===== config.mk =====
export PLATFORM = sky130hd
export DESIGN_NAME = utf8_to_ascii_fold_top
export DESIGN_NICKNAME = d
export VERILOG_FILES = /design/src/rtl/core/ufa_pkg.sv /design/src/rtl/core/ufa_ctrl.sv /design/src/rtl/core/ufa_dp.sv /design/src/rtl/core/utf8_to_ascii_fold_top.sv
export SDC_FILE = /design/constraint.sdc
export NUM_CORES = 1
export LEC_CHECK = 0
export ABC_AREA = 1
export ABC_CLOCK_PERIOD_IN_PS = 4950
export BUFFER_PORTS_ARGS = -buffer_cell sky130_fd_sc_hd__buf_2
export CAP_MARGIN = 0
export CORE_ASPECT_RATIO = 0.75
export CORE_MARGIN = 4
export CORE_UTILIZATION = 60
export CTS_BUF_LIST = sky130_fd_sc_hd__clkbuf_8
export DETAILED_ROUTE_END_ITERATION = 10
export PLACE_DENSITY = 0.81
export SYNTH_ARGS = -nofsm -noshare
export SYNTH_HDL_FRONTEND = slang
export SYNTH_SLANG_ARGS = --single-unit

===== constraint.sdc =====
create_clock -name clk -period 4.95 [get_ports clk]
set_input_delay 0.2475 -clock clk [delete_from_list [all_inputs] [get_ports clk]]
set_output_delay 0.2475 -clock clk [all_outputs]
set_load 0.02 [all_outputs]

===== src/rtl/core/ufa_pkg.sv =====
// Shared types, codes and code-point mapping for the UTF-8 to ASCII folder.
package ufa_pkg;

  typedef struct packed {
    logic [7:0] in_byte;
    logic       end_of_string;
  } in_item_t;

  typedef struct packed {
    logic [6:0] ascii_char;
    logic       run_last;
  } out_item_t;

  // Action the front of the held bytes calls for.
  localparam logic [1:0] ACT_STOP = 2'd0;
  localparam logic [1:0] ACT_DROP = 2'd1;
  localparam logic [1:0] ACT_EMIT = 2'd2;

  localparam logic [6:0] CH_QUOTE  = 7'h27;
  localparam logic [6:0] CH_DQUOTE = 7'h22;
  localparam logic [6:0] CH_DASH   = 7'h2D;
  localparam logic [6:0] CH_DOT    = 7'h2E;
  localparam logic [6:0] CH_QMARK  = 7'h3F;

  typedef struct packed {
    logic       load;
    logic       advance;
    logic       finish;
  } ufa_cmd_t;

  typedef struct packed {
    logic [1:0] act;
    logic       last_emit;   // this emission empties the held bytes
    logic       pend_valid;
    logic       out_free;
  } ufa_status_t;

  // Latin letters of the two-byte range; zero when the code point has no fold.
  function automatic logic [6:0] fold_two_byte(input logic [10:0] cp);
    logic [6:0] f;
    f = 7'd0;
    if (cp inside {[11'h0C0:11'h0C5]}) f = 7'h41;
    else if (cp == 11'h0C7) f = 7'h43;
    else if (cp inside {[11'h0C8:11'h0CB]}) f = 7'h45;
    else if (cp inside {[11'h0CC:11'h0CF]}) f = 7'h49;
    else if (cp == 11'h0D1) f = 7'h4E;
    else if (cp inside {[11'h0D2:11'h0D6], 11'h0D8}) f = 7'h4F;
    else if (cp inside {[11'h0D9:11'h0DC]}) f = 7'h55;
    else if (cp == 11'h0DD) f = 7'h59;
    else if (cp inside {[11'h0E0:11'h0E5]}) f = 7'h61;
    else if (cp == 11'h0E7) f = 7'h63;
    else if (cp inside {[11'h0E8:11'h0EB]}) f = 7'h65;
    else if (cp inside {[11'h0EC:11'h0EF]}) f = 7'h69;
    else if (cp == 11'h0F1) f = 7'h6E;
    else if (cp inside {[11'h0F2:11'h0F6], 11'h0F8}) f = 7'h6F;
    else if (cp inside {[11'h0F9:11'h0FC]}) f = 7'h75;
    else if (cp inside {11'h0FD, 11'h0FF}) f = 7'h79;
    else if (cp inside {11'h106, 11'h108, 11'h10A, 11'h10C}) f = 7'h43;
    else if (cp inside {11'h107, 11'h109, 11'h10B, 11'h10D}) f = 7'h63;
    else if (cp == 11'h152) f = 7'h4F;
    else if (cp == 11'h153) f = 7'h6F;
    else if (cp == 11'h160) f = 7'h53;
    else if (cp == 11'h161) f = 7'h73;
    else if (cp == 11'h17D) f = 7'h5A;
    else if (cp == 11'h17E) f = 7'h7A;
    return f;
  endfunction

  // Returns {ellipsis, char}; for the ellipsis the char is the dot.
  function automatic logic [7:0] map_cp(input logic [2:0] len, input logic [20:0] cp);
    logic [6:0] f;
    logic [7:0] r;
    f = (len == 3'd2) ? fold_two_byte(cp[10:0]) : 7'd0;
    if (f != 7'd0) r = {1'b0, f};
    else if (cp inside {21'h2018, 21'h2019}) r = {1'b0, CH_QUOTE};
    else if (cp inside {21'h201C, 21'h201D}) r = {1'b0, CH_DQUOTE};
    else if (cp inside {21'h2013, 21'h2014}) r = {1'b0, CH_DASH};
    else if (cp == 21'h2026) r = {1'b1, CH_DOT};
    else r = {1'b0, CH_QMARK};
    return r;
  endfunction

endpackage


===== src/rtl/core/ufa_ctrl.sv =====
// Sequencer: accepts a byte, then steps the datapath until the held bytes stall.
module ufa_ctrl
  import ufa_pkg::*;
(
  input  logic        clk,
  input  logic        rst,
  input  logic        in_valid,
  output logic        in_stall,
  input  ufa_status_t status,
  output ufa_cmd_t    cmd
);

  localparam logic ST_IDLE = 1'b0;
  localparam logic ST_PROC = 1'b1;

  logic state;
  logic state_next;
  logic need_slot;

  assign in_stall  = (state != ST_IDLE);
  assign need_slot = status.pend_valid || status.last_emit;

  always_comb begin
    cmd        = '0;
    state_next = state;
    case (state)
      ST_IDLE: begin
        if (in_valid) begin
          cmd.load   = 1'b1;
          state_next = ST_PROC;
        end
      end
      ST_PROC: begin
        case (status.act)
          ACT_STOP: begin
            if (!status.pend_valid || status.out_free) begin
              cmd.finish = 1'b1;
              state_next = ST_IDLE;
            end
          end
          ACT_DROP: begin
            cmd.advance = 1'b1;
          end
          ACT_EMIT: begin
            if (!need_slot || status.out_free) begin
              cmd.advance = 1'b1;
              // last char of the step, nothing pending: it goes straight out
              if (status.last_emit && !status.pend_valid) state_next = ST_IDLE;
            end
          end
          default: begin
            state_next = state;
          end
        endcase
      end
      default: begin
        state_next = ST_IDLE;
      end
    endcase
  end

  always_ff @(posedge clk) begin
    if (rst) begin
      state <= ST_IDLE;
    end else begin
      state <= state_next;
    end
  end

endmodule


===== src/rtl/core/ufa_dp.sv =====
// Datapath: held bytes, front decode, pending char and output register.
module ufa_dp
  import ufa_pkg::*;
(
  input  logic        clk,
  input  logic        rst,
  input  in_item_t    in_data,
  input  ufa_cmd_t    cmd,
  output ufa_status_t status,
  output logic        out_valid,
  input  logic        out_stall,
  output out_item_t   out_data
);

  logic [7:0] held [4];
  logic [2:0] cnt;
  logic       eos;
  logic [1:0] rep;
  logic [6:0] pend;
  logic       pend_valid;

  logic [7:0] c;
  logic       is_ascii, lead2, lead3, lead4, is_lead;
  logic [2:0] len;
  logic       b1ok, b2ok, b3ok, cont_ok;
  logic [20:0] cp;
  logic [7:0] mapped;
  logic       ell;
  logic [6:0] ch;
  logic [2:0] k;
  logic       emit_done;
  logic [1:0] act;
  logic       last_emit;
  logic       out_free;
  logic       push;
  out_item_t  push_data;
  logic [7:0] held_shift [4];
  logic [2:0] src [4];

  assign c        = held[0];
  assign is_ascii = !c[7];
  assign lead2    = (c[7:5] == 3'b110);
  assign lead3    = (c[7:4] == 4'b1110);
  assign lead4    = (c[7:3] == 5'b11110);
  assign is_lead  = lead2 || lead3 || lead4;
  assign len      = lead2 ? 3'd2 : (lead3 ? 3'd3 : 3'd4);

  assign b1ok    = (held[1][7:6] == 2'b10);
  assign b2ok    = (held[2][7:6] == 2'b10);
  assign b3ok    = (held[3][7:6] == 2'b10);
  assign cont_ok = b1ok && (len < 3'd3 || b2ok) && (len < 3'd4 || b3ok);

  always_comb begin
    case (len)
      3'd2:    cp = {10'd0, c[4:0], held[1][5:0]};
      3'd3:    cp = {5'd0, c[3:0], held[1][5:0], held[2][5:0]};
      default: cp = {c[2:0], held[1][5:0], held[2][5:0], held[3][5:0]};
    endcase
  end

  assign mapped = map_cp(len, cp);

  always_comb begin
    act = ACT_STOP;
    ell = 1'b0;
    ch  = CH_QMARK;
    k   = 3'd1;
    if (cnt == 3'd0) begin
      act = ACT_STOP;
    end else if (is_ascii) begin
      act = ACT_EMIT;
      ch  = c[6:0];
    end else if (!is_lead) begin
      act = ACT_DROP;
    end else if (cnt < len) begin
      act = ACT_STOP;
    end else if (!cont_ok) begin
      act = ACT_DROP;
    end else begin
      act = ACT_EMIT;
      ell = mapped[7];
      ch  = mapped[6:0];
      k   = len;
    end
  end

  // ellipsis repeats its dot three times before the window is dropped
  assign emit_done = !ell || (rep == 2'd2);
  assign last_emit = (act == ACT_EMIT) && emit_done && (k == cnt);
  assign out_free  = !out_valid || !out_stall;

  assign status.act        = act;
  assign status.last_emit  = last_emit;
  assign status.pend_valid = pend_valid;
  assign status.out_free   = out_free;

  always_comb begin
    for (int i = 0; i < 4; i++) begin
      src[i]        = 3'(i) + k;
      held_shift[i] = (src[i] < 3'd4) ? held[src[i][1:0]] : held[i];
    end
  end

  always_comb begin
    push      = 1'b0;
    push_data = '{ascii_char: pend, run_last: 1'b0};
    if (cmd.advance && act == ACT_EMIT) begin
      if (pend_valid) begin
        push = 1'b1;
      end else if (last_emit) begin
        push      = 1'b1;
        push_data = '{ascii_char: ch, run_last: 1'b1};
      end
    end else if (cmd.finish && pend_valid) begin
      push      = 1'b1;
      push_data = '{ascii_char: pend, run_last: 1'b1};
    end
  end

  always_ff @(posedge clk) begin
    if (cmd.load) begin
      held[cnt[1:0]] <= in_data.in_byte;
    end else if (cmd.advance && emit_done) begin
      for (int i = 0; i < 4; i++) held[i] <= held_shift[i];
    end
    if (cmd.load) eos <= in_data.end_of_string;
    if (cmd.advance && act == ACT_EMIT && (pend_valid || !last_emit)) pend <= ch;
    if (push) out_data <= push_data;
  end

  always_ff @(posedge clk) begin
    if (rst) begin
      cnt        <= 3'd0;
      rep        <= 2'd0;
      pend_valid <= 1'b0;
      out_valid  <= 1'b0;
    end else begin
      if (cmd.load) begin
        cnt <= cnt + 3'd1;
      end else if (cmd.advance) begin
        if (emit_done) begin
          cnt <= cnt - k;
          rep <= 2'd0;
        end else begin
          rep <= rep + 2'd1;
        end
      end else if (cmd.finish && eos) begin
        cnt <= 3'd0;
      end

      if (cmd.advance && act == ACT_EMIT) begin
        pend_valid <= pend_valid || !last_emit;
      end else if (cmd.finish) begin
        pend_valid <= 1'b0;
      end

      if (push) out_valid <= 1'b1;
      else if (!out_stall) out_valid <= 1'b0;
    end
  end

  a_load_room: assert property (@(posedge clk) disable iff (rst) cmd.load |-> cnt <= 3'd3)
    else $error("byte loaded with no room in the window");
  a_rep_range: assert property (@(posedge clk) disable iff (rst) rep != 2'd3)
    else $error("ellipsis repeat count out of range");
  a_push_free: assert property (@(posedge clk) disable iff (rst) push |-> out_free)
    else $error("output overwritten while stalled");
  a_finish_clr: assert property (@(posedge clk) disable iff (rst) cmd.finish |=> !pend_valid)
    else $error("pending char left after step end");

endmodule


===== src/rtl/core/utf8_to_ascii_fold_top.sv =====
// Top level of the UTF-8 to ASCII folder: sequencer plus datapath.
// A plain ASCII byte is loaded into the window, then emitted into the output register.
// Steps: a load, one datapath action per dropped byte or emitted char, then a closing
// step; a lone char that ends the walk leaves in its emit step, with no closing step.
// Output stall holds the walk. Reset (rst, sync, active high) empties the window and clears
// pending and output valid; held byte storage is not cleared.
module utf8_to_ascii_fold_top
  import ufa_pkg::*;
(
  input  logic      clk,
  input  logic      rst,
  input  logic      in_valid,
  output logic      in_stall,
  input  in_item_t  in_data,
  output logic      out_valid,
  input  logic      out_stall,
  output out_item_t out_data
);

  // command and status between sequencer and datapath
  ufa_cmd_t    cmd;
  ufa_status_t status;

  // sequencer: one transfer in, then one datapath action per cycle while the output is free
  ufa_ctrl u_ctrl (
    .clk      (clk),
    .rst      (rst),
    .in_valid (in_valid),
    .in_stall (in_stall),
    .status   (status),
    .cmd      (cmd)
  );

  // datapath: window of held bytes, decode/map, one-char pending stage, output reg
  ufa_dp u_dp (
    .clk       (clk),
    .rst       (rst),
    .in_data   (in_data),
    .cmd       (cmd),
    .status    (status),
    .out_valid (out_valid),
    .out_stall (out_stall),
    .out_data  (out_data)
  );

endmodule

==> run metrics, run 1 <==
outcome completed; Setup crit start kind flop; worst hold path stage count 1; async set-reset flop share out of synthesis 0%; drt drc 0; CP arrival 4.70 ns; final weighted congestion in routability-driven placement 1.06; Hold WC Path Type input port to flop; CTS Buffer Depth 2; Worst-Margin Slew 0.681 ns; fin. max-slew vios 0; Worst-Skew Late Latency 0.33 ns; Layout Area Growth over Synthesis 4.46%; detailed-route via count 5748; antenna cell count 0; Row Count 29; final setup vio count 0; Worst Setup End Kind flop; global route total overflow 0; drt via density 6.17; fillers 792; Post-synth EDFFs 48; TNS Setup 0 ns; mapped cell area 5330 sq um; TritonCTS clock tree done; die width 117 microns; Yosys top cell area share 27.0%; Synthesized Nets 835; Post-DRT Antenna Nets 0; initial antenna violation count 0; Initial Util 62.2%; Hold Violations, Final 0; fmax 221 MHz; top cells by area, synth edfxtp_1 (27%), nand2_1 (15%), nor2_1 (8.0%), nand3_1 (7.8%), inv_1 (6.4%); post-synth cell types 44; headroom to the max-slew limit 54.3%; Layout Skew 0.00823 ns; Reg clk slew, reported paths 0.11 ns; dpl hpwl 12000 microns; H-tree levels 2; synth warn 0; final instance area 5570 sq um; number of port buffers 22; Die Y 89.6 microns; power density over the cells 227 nW/um^2; per-cell routed wire length 16.9 microns; minimum clock period 4.53 ns; area of the core 8560 sq um; crit path max fanout 28; root buffer cell clkbuf_8; P_leak 2.67 nW; cts hold-fix bufs 0; Max VDD drop 149 uV; first-pass GRT wire length 26400 microns; dominant cell type by area after synthesis edfxtp_1; Seq/Total Area, Yosys 30.0%; Mean Syn Cell Area 6.59 sq um; most frequent cells in the layout nand2_1 (217), nor2_1 (112), inv_1 (91); routed wire length 15800 microns; RSZ-0062 raised after global routing no; final net count 849; cells on worst reg2reg path 22; initial DRC count 676; vias in the first global route 5448; fin crit share 91.6%; Placed Instances 924; worst path required time 5.11 ns; Worst Hold Slack 0.0893 ns; die area 10500 sq um; DR pass1 iterations 8; total CTS buffers 5; clk sinks 56; # Max-Cap Violations 0; Synth Flop Type edfxtp_1; largest net degree at the start of global routing 47; dpl cell area 5470 sq um; fin cells 932; most common cell after layout, fill and taps aside nand2_1; I/O pin cnt 23; Mapped Cells 809; critical path type flop to flop; GRT Util Overall 31.9%; share of layout cells above drive strength 1 12.3%; #FFs+latches synth 56
==> cell usage after synthesis, types with 4 or more instances <==
library cell / number
nor2_4: 7
nand3_1: 83
nor2_1: 113
nand3_2: 7
o21ai_0: 65
o21ai_1: 20
nand2_1: 217
inv_1: 91
buf_2: 5
clkbuf_1: 9
dfxtp_1: 8
buf_6: 7
ha_1: 12
a21oi_1: 27
nor2_2: 8
inv_2: 6
nor3_1: 4
edfxtp_1: 48
nand2_2: 12
o31ai_2: 11
nand4_1: 14
==> sequential cells by signal, indices dropped and copies added (netlist names) <==
signal and flops:
u_dp.held 32, u_dp.out_data 8, u_dp.pend 7, u_dp.cnt 3, u_dp.rep 2, u_ctrl.in_stall 1
u_dp.eos 1, u_dp.out_valid 1, u_dp.pend_valid 1
==> repair_timing <==
action                     CTS  global route
resized for setup            0             1
setup buffers                0             0
setup endpoints to repair    0             8
==> final cells by class <==
cell class                      instances  area, sq um  area share (%)
Multi-Input combinational cell        630         3190            57.2
Clock inverter                          3         26.3           0.472
Timing Repair Buffer                   31          178            3.19
Sequential cell                        56         1600            28.8
Clock buffer                            5         68.8            1.24
Inverter                               99          373            6.70
Tap cell                              108          135            2.43
==> worst paths after layout <==
| kind | to | slack [ns] | from |
|---|---|---|---|
| setup / recovery | u_dp.held[0][2] | 0.42 | u_dp.held[0][7] |
| hold / removal | u_dp.eos | 0.09 | in_data[0] |
| setup reg to reg | u_dp.held[0][2] | 0.42 | u_dp.held[0][7] |
| hold reg to reg | u_dp.rep[0] | 0.48 | u_dp.rep[0] |
==> power by group <==
part	leakage [nW]	switching, W	total [W]	internal (W)
registers	0.501	0.0000306	0.000574	0.000543
logic	2.12	0.000298	0.000418	0.000120
clock network	0.0487	0.000170	0.000273	0.000104
total	2.67	0.000498	0.00127	0.000767
==> routing by layer <==
layer	wire length [microns]	vias to the layer above	share of wire (%)	track usage (%)
met3	1840	53	12	7.70
met5	0	-	0	0
met1	6600	2612	42	43.2
li1	-	2705	-	-
met2	6900	378	44	50.1
met4	415	0	2.6	11.5
==> stage by stage <==
step | total power (W) | util, % | setup slack (ns)
after floorplan | 0.000883 | - | 0.922
after global placement | 0.000973 | 63.9 | 0.704
after detailed placement | 0.000983 | 63.9 | 0.433
after CTS | 0.00125 | 65.0 | 0.406
after global routing | 0.00134 | 65.0 | 0.0501
final | 0.00127 | 65.0 | 0.416
==> critical path, cell delays in order (launching register included) <==
cell	delay (ns)
edfxtp_1	0.68
nand2_2	0.17
inv_1	0.10
o21ai_2	0.18
ha_1	0.35
a31oi_1	0.13
nor2_1	0.16
nand2_1	0.15
nor2_2	0.27
nand2_1	0.13
ha_1	0.32
nand3_1	0.09
nor2_1	0.15
nand2_1	0.06
nand2_1	0.07
nand2_1	0.05
nand2_1	0.06
nand2_2	0.08
nand3_2	0.08
buf_4	0.28
buf_4	0.42
nand2_1	0.22
o31ai_2	0.10
==> logic make-up after synthesis <==
| kind of cell | synth area share, % |
|---|---|
| simple gates | 39.7 |
| compound gates | 15.8 |
| buf+inv | 10.2 |
| flops | 30.0 |
| fa+ha+maj | 3.19 |
| xor+xnor | 0.493 |
| mux | 0.563 |
Note: power is estimated with default switching activity, not from simulation.
==> inputs of run 2 (changes only) <==
--- a/config.mk
+++ b/config.mk
@@ -7,14 +7,14 @@
 export LEC_CHECK = 0
 export ABC_AREA = 1
 export ABC_CLOCK_PERIOD_IN_PS = 4950
-export BUFFER_PORTS_ARGS = -buffer_cell sky130_fd_sc_hd__buf_2
 export CAP_MARGIN = 0
 export CORE_ASPECT_RATIO = 0.75
 export CORE_MARGIN = 4
-export CORE_UTILIZATION = 60
+export CORE_UTILIZATION = 35
 export CTS_BUF_LIST = sky130_fd_sc_hd__clkbuf_8
 export DETAILED_ROUTE_END_ITERATION = 10
-export PLACE_DENSITY = 0.81
+export DONT_BUFFER_PORTS = 1
+export PLACE_DENSITY = 0.52
 export SYNTH_ARGS = -nofsm -noshare
 export SYNTH_HDL_FRONTEND = slang
 export SYNTH_SLANG_ARGS = --single-unit
==> run 2 against run 1 <==
Critical path type unchanged; critical path depth is 2 higher; register-to-register slack better by 0.21 ns; utilization is 27 points lower; largest cell class unchanged; die area is 65% higher; cell count is 7.7% higher; final area is 1.4% higher; worst setup slack better by 0.21 ns.
==> run metrics, run 2 (synthesized netlist as in run 1, its figures left out) <==
outcome completed; delay-heaviest family, CP simple AND/OR/NAND/NOR gates; area of the core 14700 sq um; number of port buffers 0; share of layout cells above drive strength 1 9.70%; headroom to the max-slew limit 50.9%; Metal-1 WL 8120 microns; CP arrival 4.35 ns; antenna cell count 0; most used cell, CP nand2_1; fin crit share 87.4%; critical path type flop to flop; initial antenna violation count 0; first-pass GRT wire length 27100 microns; minimum clock period 4.32 ns; DR pass1 iterations 5; global route total overflow 0; Worst path max stage delay 0.52 ns; Worst-Skew Late Latency 0.32 ns; Post-CTS Setup Inserts 0; largest registers u_dp.held: 32 flops, u_dp.out_data: 8 flops, u_dp.pend: 7 flops; Post-DRT Antenna Nets 0; Critical Path Source u_dp.held[0][5]; r2r setup slk 0.63 ns; Tot Pwr 0.00136 W; TritonCTS clock tree done; I/O pin cnt 23; met2 wire length 7070 microns; drt drc 0; Hold WC Path Type input port to flop; power density over the cells 241 nW/um^2; final weighted congestion in routability-driven placement 0.941; reg-to-reg startpoint u_dp.held[0][5]; critical path's slowest cell edfxtp_1; r2r endpoint u_dp.held[1][5]; die width 150 microns; root buffer cell clkbuf_8; fmax 231 MHz; final net count 829; die area 17300 sq um; Setup crit start kind flop; most frequent cells in the layout nand2_1 (217), nor2_1 (113), inv_1 (91); routed wl met3 1240 microns; Worst Setup End Kind flop; H-tree levels 2; routed wire length 16600 microns; Hold Violations, Final 0; cts hold-fix bufs 2; P_leak 2.62 nW; initial DRC count 569; Reg clk slew, reported paths 0.11 ns; detailed-route via count 5350; setup ws final 0.625 ns; worst-path cell chain inv_2, o21ai_2, ha_1, a21oi_1, inv_1, a31oi_1, nor2_1, nand2_1, nor2_2, nand2_1, ha_1, nand3_1, nor2_1, nand2_1, nand2_1, nand2_1, nand2_1, nand2_2, nand2_1, inv_1, nand3_1, nand3_1, nor2_1, buf_4; Die Y 115 microns; crit path max fanout 13; TNS Setup 0 ns; # Max-Cap Violations 0; clk sinks 56; Layout Skew 0.00929 ns; Worst path depth 24; drt via density 5.33; worst setup path endpoint u_dp.held[1][5]; CTS Buffer Depth 2; vias in the first global route 5117; GRT Util Overall 19.6%; Buf/Inv on CP 4; total CTS buffers 5; highest routed layer met4; cells on worst reg2reg path 24; Row Count 38; worst path required time 4.98 ns; Worst-Margin Slew 0.734 ns; Initial Util 36.3%; most common cell after layout, fill and taps aside nand2_1; fin. max-slew vios 0; Max VDD drop 123 uV; largest net degree at the start of global routing 37; final setup vio count 0; max FFs per register 32; per-cell routed wire length 16.6 microns; Layout Area Growth over Synthesis 5.92%; dpl hpwl 13100 microns; PostCTS Resize Cnt 0; dpl ws 0.663 ns; Biggest register u_dp.held; RSZ-0062 raised after global routing no
## run 2: worst min path at each step
stage / to / slack (ns) / depth (start not counted) / startpoint
after global routing: u_dp.held[2][6] / 0.12 / 2 / in_data[7]
after detailed placement: u_ctrl.in_stall / 0.32 / 1 / rst
final: u_dp.out_valid / 0.12 / 3 / rst
after floorplan: u_ctrl.in_stall / 0.32 / 1 / rst
after global placement: u_dp.cnt[2] / 0.32 / 1 / rst
after CTS: u_dp.held[2][6] / 0.12 / 2 / in_data[7]
## run 2: per-layer routing
metal | up-vias | track usage (%)
met5 | - | 0
met4 | 0 | 3.84
met3 | 23 | 4.53
met2 | 185 | 29.4
met1 | 2491 | 29.0
li1 | 2651 | -
## run 2: metrics by stage
stage	util [%]	std cells	instance area [sq um]	hold slack [ns]
final	38.4	1004	5650	0.123
after global routing	38.4	1004	5650	0.119
after CTS	38.4	1004	5650	0.117
after detailed placement	37.4	994	5490	0.322
after global placement	37.4	994	5490	0.319
after floorplan	-	809	5330	0.317
## run 2: worst register-to-register path, stage by stage, from the launching register on
cell and delay, ns:
edfxtp_1 0.52, inv_2 0.10, o21ai_2 0.47, ha_1 0.24, a21oi_1 0.08, inv_1 0.07, a31oi_1 0.07, nor2_1 0.17
nand2_1 0.15, nor2_2 0.26, nand2_1 0.18, ha_1 0.35, nand3_1 0.08, nor2_1 0.15, nand2_1 0.07, nand2_1 0.07
nand2_1 0.05, nand2_1 0.06, nand2_2 0.08, nand2_1 0.16, inv_1 0.17, nand3_1 0.10, nand3_1 0.08, nor2_1 0.09
buf_4 0.21
## run 2: area by class of cell
cell class | count | area (sq um)
clock buffer | 5 | 68.8
clock inverter | 3 | 68.8
fill | 1556 | 9050
inverter | 99 | 373
multi-input combinational | 630 | 3180
sequential | 56 | 1600
tap | 200 | 250
timing repair buffer | 11 | 100
## run 2: report_power, final
| group | internal (W) | total (W) | switching, W |
|---|---|---|---|
| Sequential | 0.000543 | 0.000571 | 0.0000274 |
| Clock | 0.000204 | 0.000368 | 0.000165 |
| Combinational | 0.000119 | 0.000421 | 0.000302 |
